===== config.mk =====
export PLATFORM = sky130hd
export DESIGN_NAME = adm3a_command_decoder_unit
export DESIGN_NICKNAME = d
export VERILOG_FILES = /design/src/rtl/core/adm3a_pkg.sv /design/src/rtl/core/adm3a_decode.sv /design/src/rtl/core/adm3a_command_decoder_unit.sv
export SDC_FILE = /design/constraint.sdc
export NUM_CORES = 1
export LEC_CHECK = 0
export BUFFER_PORTS_ARGS = -buffer_cell sky130_fd_sc_hd__clkbuf_2
export CORE_UTILIZATION = 40
export DETAILED_ROUTE_END_ITERATION = 7
export GPL_TIMING_DRIVEN = 0
export MAX_ROUTING_LAYER = met4
export PLACE_DENSITY = 0.63
export SETUP_SLACK_MARGIN = 0.15
export SLEW_MARGIN = 20
export SYNTH_ARGS = -nofsm -noshare
export SYNTH_HDL_FRONTEND = slang
export SYNTH_SLANG_ARGS = --single-unit

===== constraint.sdc =====
create_clock -name i_clk -period 2.77 [get_ports i_clk]
set_input_delay 0.554 -clock i_clk [delete_from_list [all_inputs] [get_ports i_clk]]
set_output_delay 0.554 -clock i_clk [all_outputs]
set_load 0.02 [all_outputs]

===== src/rtl/core/adm3a_pkg.sv =====
// Shared types and codes for the ADM-3A host stream command decoder.
`default_nettype none

package adm3a_pkg;

    // Field widths
    localparam int ByteW   = 8;
    localparam int ActionW = 4;
    localparam int PosW    = 9;
    localparam int OutW    = 32;
    localparam int CfgIdxW = 2;

    // Configuration register indexes
    localparam logic [CfgIdxW-1:0] CfgCharMask   = 2'd0;
    localparam logic [CfgIdxW-1:0] CfgSuppress   = 2'd1;
    localparam logic [CfgIdxW-1:0] CfgTransPrint = 2'd2;

    // Character codes used by the decoder
    localparam logic [ByteW-1:0] ChEsc   = 8'h1B;
    localparam logic [ByteW-1:0] ChDel   = 8'h7F;
    localparam logic [ByteW-1:0] ChEq    = 8'h3D;
    localparam logic [ByteW-1:0] ChT     = 8'h54;
    localparam logic [ByteW-1:0] ChY     = 8'h59;
    localparam logic [ByteW-1:0] ChEnq   = 8'h05;
    localparam logic [ByteW-1:0] ChBel   = 8'h07;
    localparam logic [ByteW-1:0] ChBs    = 8'h08;
    localparam logic [ByteW-1:0] ChLf    = 8'h0A;
    localparam logic [ByteW-1:0] ChVt    = 8'h0B;
    localparam logic [ByteW-1:0] ChFf    = 8'h0C;
    localparam logic [ByteW-1:0] ChCr    = 8'h0D;
    localparam logic [ByteW-1:0] ChSo    = 8'h0E;
    localparam logic [ByteW-1:0] ChSi    = 8'h0F;
    localparam logic [ByteW-1:0] ChSub   = 8'h1A;
    localparam logic [ByteW-1:0] ChRs    = 8'h1E;
    localparam logic [ByteW-1:0] PosBias = 8'd31;

    // Display action codes
    typedef enum logic [ActionW-1:0] {
        ACT_NONE       = 4'd0,
        ACT_PRINT      = 4'd1,
        ACT_ANSWERBACK = 4'd2,
        ACT_BELL       = 4'd3,
        ACT_LEFT       = 4'd4,
        ACT_LF         = 4'd5,
        ACT_UP         = 4'd6,
        ACT_RIGHT      = 4'd7,
        ACT_CR         = 4'd8,
        ACT_LOCK       = 4'd9,
        ACT_UNLOCK     = 4'd10,
        ACT_CLEAR      = 4'd11,
        ACT_HOME       = 4'd12,
        ACT_GOTO       = 4'd13,
        ACT_CLR_EOL    = 4'd14,
        ACT_CLR_EOS    = 4'd15
    } t_action;

    // Escape sequence phase, one-hot
    typedef enum logic [3:0] {
        PH_NORMAL = 4'b0001,
        PH_ESC    = 4'b0010,
        PH_LINE   = 4'b0100,
        PH_COL    = 4'b1000
    } t_phase;

    // Configuration registers
    typedef struct packed {
        logic [ByteW-1:0] char_mask;
        logic             suppress_display;
        logic             transparent_print;
    } t_cfg;

    // One decoded result word
    typedef struct packed {
        logic signed [PosW-1:0] target_row;
        logic signed [PosW-1:0] target_column;
        logic [ByteW-1:0]       glyph;
        t_action                action;
    } t_result;

endpackage

`default_nettype wire


===== src/rtl/core/adm3a_decode.sv =====
// Escape sequence state and single-byte decode into one display action.
`default_nettype none

module adm3a_decode (
    input  wire logic                      i_clk,
    input  wire logic                      i_rst_n,
    input  wire logic                      i_advance,
    input  wire logic [adm3a_pkg::ByteW-1:0] i_byte,
    input  wire adm3a_pkg::t_cfg           i_cfg,
    output adm3a_pkg::t_result             o_result
);

    adm3a_pkg::t_phase            r_phase, n_phase;
    logic [adm3a_pkg::ByteW-1:0]  r_held, n_held;
    logic [adm3a_pkg::ByteW-1:0]  c;
    adm3a_pkg::t_action           ctl_act;
    logic                         quiet;

    assign c     = i_byte & i_cfg.char_mask;
    assign quiet = i_cfg.suppress_display;

    // Control code table
    always_comb begin
        case (c)
            adm3a_pkg::ChEnq: ctl_act = adm3a_pkg::ACT_ANSWERBACK;
            adm3a_pkg::ChBel: ctl_act = adm3a_pkg::ACT_BELL;
            adm3a_pkg::ChBs:  ctl_act = adm3a_pkg::ACT_LEFT;
            adm3a_pkg::ChLf:  ctl_act = adm3a_pkg::ACT_LF;
            adm3a_pkg::ChVt:  ctl_act = adm3a_pkg::ACT_UP;
            adm3a_pkg::ChFf:  ctl_act = adm3a_pkg::ACT_RIGHT;
            adm3a_pkg::ChCr:  ctl_act = adm3a_pkg::ACT_CR;
            adm3a_pkg::ChSo:  ctl_act = adm3a_pkg::ACT_LOCK;
            adm3a_pkg::ChSi:  ctl_act = adm3a_pkg::ACT_UNLOCK;
            adm3a_pkg::ChSub: ctl_act = adm3a_pkg::ACT_CLEAR;
            adm3a_pkg::ChRs:  ctl_act = adm3a_pkg::ACT_HOME;
            default:          ctl_act = adm3a_pkg::ACT_NONE;
        endcase
    end

    // Decode by phase
    always_comb begin
        n_phase  = r_phase;
        n_held   = r_held;
        o_result = '0;
        case (r_phase)
            adm3a_pkg::PH_ESC: begin
                n_phase = adm3a_pkg::PH_NORMAL;
                if (c == adm3a_pkg::ChEq) begin
                    n_phase = adm3a_pkg::PH_LINE;
                end else if (c == adm3a_pkg::ChT && !quiet) begin
                    o_result.action = adm3a_pkg::ACT_CLR_EOL;
                end else if (c == adm3a_pkg::ChY && !quiet) begin
                    o_result.action = adm3a_pkg::ACT_CLR_EOS;
                end
            end
            adm3a_pkg::PH_LINE: begin
                n_held  = c;
                n_phase = adm3a_pkg::PH_COL;
            end
            adm3a_pkg::PH_COL: begin
                n_phase = adm3a_pkg::PH_NORMAL;
                if (!quiet) begin
                    o_result.action        = adm3a_pkg::ACT_GOTO;
                    o_result.target_column = {1'b0, c} - {1'b0, adm3a_pkg::PosBias};
                    o_result.target_row    = {1'b0, r_held} - {1'b0, adm3a_pkg::PosBias};
                end
            end
            default: begin
                if (c inside {[8'h00:8'h1F]}) begin
                    // control codes, silenced by transparent print or suppress display
                    if (!i_cfg.transparent_print && !quiet) begin
                        if (c == adm3a_pkg::ChEsc) begin
                            n_phase = adm3a_pkg::PH_ESC;
                        end else begin
                            o_result.action = ctl_act;
                        end
                    end
                end else if (!quiet && c != adm3a_pkg::ChDel) begin
                    o_result.action = adm3a_pkg::ACT_PRINT;
                    o_result.glyph  = c;
                end
            end
        endcase
    end

    // State update when the word moves to the result register
    always_ff @(posedge i_clk) begin
        if (!i_rst_n) begin
            r_phase <= adm3a_pkg::PH_NORMAL;
            r_held  <= '0;
        end else if (i_advance) begin
            r_phase <= n_phase;
            r_held  <= n_held;
        end
    end

endmodule

`default_nettype wire


===== src/rtl/core/adm3a_command_decoder_unit.sv =====
// Top level of the ADM-3A command decoder: input register, decode, result register.
//
//  channel   | dir | handshake                      | payload
//  s_axis    | in  | i_s_axis_tvalid/o_s_axis_tready | tdata[7:0] rx_byte
//  m_axis    | out | o_m_axis_tvalid/i_m_axis_tready | tdata[31:0] action, glyph, col, row
//  cfg write | in  | i_cfg_valid/o_cfg_ready         | i_cfg_index, i_cfg_data
//
// One word per cycle sustained while the output side is not stalled.
// The input register feeds one decode pass into the result register.
// Reset (synchronous, active low) empties both registers, returns the escape
// phase to normal and loads the register reset values.
// A stalled result register holds its word; the input register keeps taking a
// word while the result register is full only if the input register is empty.
`default_nettype none

module adm3a_command_decoder_unit (
    input  wire logic        i_clk,
    input  wire logic        i_rst_n,
    // rx_byte[7:0]
    input  wire logic [7:0]  i_s_axis_tdata,
    input  wire logic        i_s_axis_tvalid,
    output logic             o_s_axis_tready,
    // action[3:0], glyph[11:4], target_column[20:12], target_row[29:21], zero[31:30]
    output logic [31:0]      o_m_axis_tdata,
    output logic             o_m_axis_tvalid,
    input  wire logic        i_m_axis_tready,
    input  wire logic        i_cfg_valid,
    output logic             o_cfg_ready,
    input  wire logic [1:0]  i_cfg_index,
    input  wire logic [7:0]  i_cfg_data
);

    adm3a_pkg::t_cfg               r_cfg;
    logic                          r_in_valid;
    logic [adm3a_pkg::ByteW-1:0]   r_in_byte;
    logic                          r_out_valid;
    adm3a_pkg::t_result            r_out;
    adm3a_pkg::t_result            dec_result;
    logic                          out_free;
    logic                          advance;
    logic                          s_accept;

    assign out_free        = !r_out_valid || i_m_axis_tready;
    assign advance         = r_in_valid && out_free;
    assign o_s_axis_tready = !r_in_valid || out_free;
    assign s_accept        = i_s_axis_tvalid && o_s_axis_tready;
    assign o_cfg_ready     = 1'b1;

    // Configuration registers
    always_ff @(posedge i_clk) begin
        if (!i_rst_n) begin
            r_cfg.char_mask         <= 8'hFF;
            r_cfg.suppress_display  <= 1'b0;
            r_cfg.transparent_print <= 1'b0;
        end else if (i_cfg_valid) begin
            case (i_cfg_index)
                adm3a_pkg::CfgCharMask:   r_cfg.char_mask         <= i_cfg_data;
                adm3a_pkg::CfgSuppress:   r_cfg.suppress_display  <= i_cfg_data[0];
                adm3a_pkg::CfgTransPrint: r_cfg.transparent_print <= i_cfg_data[0];
                default: ;
            endcase
        end
    end

    // Input register
    always_ff @(posedge i_clk) begin
        if (!i_rst_n) begin
            r_in_valid <= 1'b0;
        end else if (o_s_axis_tready) begin
            r_in_valid <= i_s_axis_tvalid;
        end
    end

    always_ff @(posedge i_clk) begin
        if (s_accept) begin
            r_in_byte <= i_s_axis_tdata;
        end
    end

    adm3a_decode u_decode (
        .i_clk    (i_clk),
        .i_rst_n  (i_rst_n),
        .i_advance(advance),
        .i_byte   (r_in_byte),
        .i_cfg    (r_cfg),
        .o_result (dec_result)
    );

    // Result register
    always_ff @(posedge i_clk) begin
        if (!i_rst_n) begin
            r_out_valid <= 1'b0;
        end else if (out_free) begin
            r_out_valid <= r_in_valid;
        end
    end

    always_ff @(posedge i_clk) begin
        if (advance) begin
            r_out <= dec_result;
        end
    end

    assign o_m_axis_tvalid = r_out_valid;
    assign o_m_axis_tdata  = {2'b00, r_out};

    // Checks
    a_ready_low_means_full: assert property (@(posedge i_clk) disable iff (!i_rst_n)
        !o_s_axis_tready |-> (r_in_valid && r_out_valid))
        else $error("input stalled with a free stage");

    a_accept_fills_input: assert property (@(posedge i_clk) disable iff (!i_rst_n)
        s_accept |=> r_in_valid)
        else $error("accepted word lost");

    a_glyph_only_print: assert property (@(posedge i_clk) disable iff (!i_rst_n)
        (r_out_valid && r_out.glyph != '0) |-> (r_out.action == adm3a_pkg::ACT_PRINT))
        else $error("glyph set without print");

    a_pos_only_goto: assert property (@(posedge i_clk) disable iff (!i_rst_n)
        (r_out_valid && (r_out.target_column != '0 || r_out.target_row != '0))
        |-> (r_out.action == adm3a_pkg::ACT_GOTO))
        else $error("position set without goto");

endmodule

`default_nettype wire


==> run summary <==
Outcome: complete, no violations
Critical path type: flip-flop to flip-flop
Hold WC Path Type: primary input to flip-flop
Router iterations before antenna repair: 4
Final Hold Fails: 0
Fin cells: 443
Port bufs: 54
Critical path startpoint: r_in_byte[0]
Max-Cap Viols: 0
Dominant synthesized flop cell: edfxtp_1
Core Area: 6790 um2
Die width: 86.1 um
Ratio of cells with drive above 1 in the final layout: 22.8%
Cell Pwr Density: 589 nW/um2
Post-synth ARST share: 0%
Synth Area in Simple Gates: 22.0%
Hold_sp: i_s_axis_tdata[6]
Via count: 2,208
Rel. slew slack: 45.4%
Post-CTS sizing: 0
Crit-path slowest cell: or3b_4
Post-CTS setup buffer count: 0
Final min period: 2.46 ns
Final setup viols: 0
Layout fillers: 649
Sink Count: 62
Final period util: 88.9%
Antenna-violating nets left: 0
Most frequent cells in the layout: clkbuf_2, nor2_1, edfxtp_1
Design Power: 2020 uW
Fmax: 406 MHz
Warnings from Yosys: 0
CP bufs+invs: 1
RSZ-0062 raised after global routing: false
# nets final: 372
Largest net degree at the start of global routing: 31
# placed instances: 427
Worst Tran Pin Value: 0.818 ns
R2R depth: 8
Post-Synthesis Cells: 276
Die area: 7410 um2
Cell chain of the critical path: nand2_1, inv_1, ha_1, a21bo_2, o31a_1, o21ai_1, or3b_4, o2111ai_2
Final TNS setup: 0 ns
FP Rows: 30
Reg-to-Reg Start: r_in_byte[0]
Adder-Cell Fraction of Synth Area: 3.10%
Top delay family on crit path: simple AND/OR/NAND/NOR gates
H-Tree Level Count: 3
HPWL Detailed: 4.34 mm
Cts hold-fix bufs: 0
Area Overhead vs Synth: 21.2%
Initial DRC Count: 106
First-pass GRT wire length: 9.74 mm
Count of different cell masters after synthesis: 50
Total congestion overflow: 0
VDD IR-drop max: 0.000287 V
Num CTS Buffers: 9
Flops & latches, synth: 62
Commonest non-fill, non-tap cell in the layout: clkbuf_2
Global routing's busiest layer: met2
Largest family of logic cells by synthesized area: simple AND/OR/NAND/NOR gates
Max incr delay on CP: 0.42 ns
Number of global-route vias before repair: 2,012
Critical R2R Capture: o_m_axis_tdata[0]
WP data required: 2.94 ns
Worst Hold End: r_in_byte[6]
Xor/xnor cell area share of the yosys netlist: 2.79%
Met1 Use GR: 23.2%
WP depth: 8
CTS clock-pin slew for the worst setup and hold paths: 0.07 ns
Initial Utilization: 41.6%
GR Util All Layers: 18.1%
Pins Over Slew Limit: 0
Mean post-synth cell area: 10.2 um2
Worst EP arrival: 2.64 ns
Root buffer cell: clkbuf_8
DRT Wirelength: 5.94 mm
Grt met3 use: 3.66%
CTS tree: yes
DRC: 0
Clock Tree Buf Depth: 2
Compound-Gate Fraction of Synth Area: 11.0%
Mux contribution to synthesized area: 0.708%
Number of synthesized flops with an enable pin: 38
R2R Setup Slk: 0.31 ns
Seq/Total Area, Yosys: 57.3%
Initial antenna violation count: 0
Routed length per instance: 13.4 um
Hold Path Depth: 1
Final core utilization: 50.4%
M2 GR Usage: 26.5%
Worst skew pair latency: 0.34 ns
Avg Vias per Cell: 4.98
I/O pin cnt: 58
Netlist Area Pre-Place: 2830 um2
P_leak: 0.00141 uW
Crit path capture type: flip-flop
Final clock skew: 0.0124 ns
Chip Height: 86.1 um
CP startpoint kind: flip-flop
Antenna cell count: 0
Max FO, Critical Path: 10
GPL Wtd Cong: 0.879
## logic make-up (layout without fill, tap and decap cells)
kind of cell	after synthesis	after routing
other	2	3
flip-flops	62	62
AND/OR/NAND/NOR	129	129
buffers and inverters	18	88
XOR/XNOR	9	9
AO/OA/AOI/OAI	47	47
multiplexers	2	2
adder cells (fa/ha/maj)	7	7
## synth_stat cells (2+ instances only)
library cell / n / share of area, %
nand4_1: 5 / 1.1
a31oi_1: 2 / 0.44
nand3b_1: 3 / 0.80
clkbuf_1: 7 / 0.93
mux2i_1: 2 / 0.71
dfxtp_1: 24 / 17
nor2_1: 47 / 6.2
nand3_1: 15 / 2.7
nor3_1: 4 / 0.71
inv_1: 6 / 0.80
nand2b_1: 2 / 0.44
a21oi_1: 19 / 3.4
conb_1: 2 / 0.27
xnor2_1: 3 / 0.93
o31a_1: 2 / 0.62
and2_1: 8 / 1.8
nand2_1: 31 / 4.1
buf_4: 3 / 0.80
ha_1: 7 / 3.1
xor2_1: 6 / 1.9
o21ai_0: 6 / 1.1
a211oi_1: 3 / 0.80
edfxtp_1: 38 / 40
o21ai_1: 4 / 0.71
nor4_1: 2 / 0.44
## stage by stage
step / setup WS, ns / cell area (um2) / hold WS (ns)
global route: 0.177 / 3430 / 0.380
finish: 0.308 / 3430 / 0.380
global placement: 0.354 / 3220 / 0.458
floorplan: 0.720 / 2830 / 0.440
detailed placement: 0.291 / 3220 / 0.461
CTS: 0.269 / 3410 / 0.376
## how the worst max path moves through the flow
stage / slack [ns] / endpoint
after CTS: 0.27 / u_decode.r_phase[0]
after detailed placement: 0.29 / u_decode.r_phase[0]
after global placement: 0.35 / u_decode.r_phase[0]
after global routing: 0.18 / o_m_axis_tdata[0]
after floorplan: 0.72 / o_m_axis_tdata[0]
final: 0.31 / o_m_axis_tdata[0]
## sequential cells by signal, indices dropped and copies added (netlist names)
register and cells:
o_m_axis_tdata 30, r_cfg 10, r_in_byte 8, u_decode.r_held 8, u_decode.r_phase 4, o_m_axis_tvalid 1, r_in_valid 1
## power by group
group	switching (uW)	internal, uW
registers	16.8	1020
clock network	343	433
logic	139	70.0
## worst reg2reg max path, stage by stage, from the launching register on
cell       delay, ns
edfxtp_1        0.38
nand2_1         0.32
inv_1           0.22
ha_1            0.32
a21bo_2         0.24
o31a_1          0.13
o21ai_1         0.07
or3b_4          0.42
o2111ai_2       0.21
## area by class of cell
class	instances	area [um2]	area share [%]
Clock buffer	11	141	4.13
Timing Repair Buffer	54	270	7.89
Buffer	11	52.6	1.53
Inverter	7	26.3	0.767
Clock inverter	5	50.0	1.46
Multi-Input combinational cell	197	1140	33.4
Sequential cell	62	1620	47.3
Tap cell	96	120	3.50
## metal layers
metal | up-vias | share of wire, %
met3 | 14 | 4.8
met5 | - | 0
met4 | 0 | 2.9
met2 | 68 | 43
li1 | 1116 | -
met1 | 1010 | 50
No activity file was read; power rests on OpenSTA's default activity.
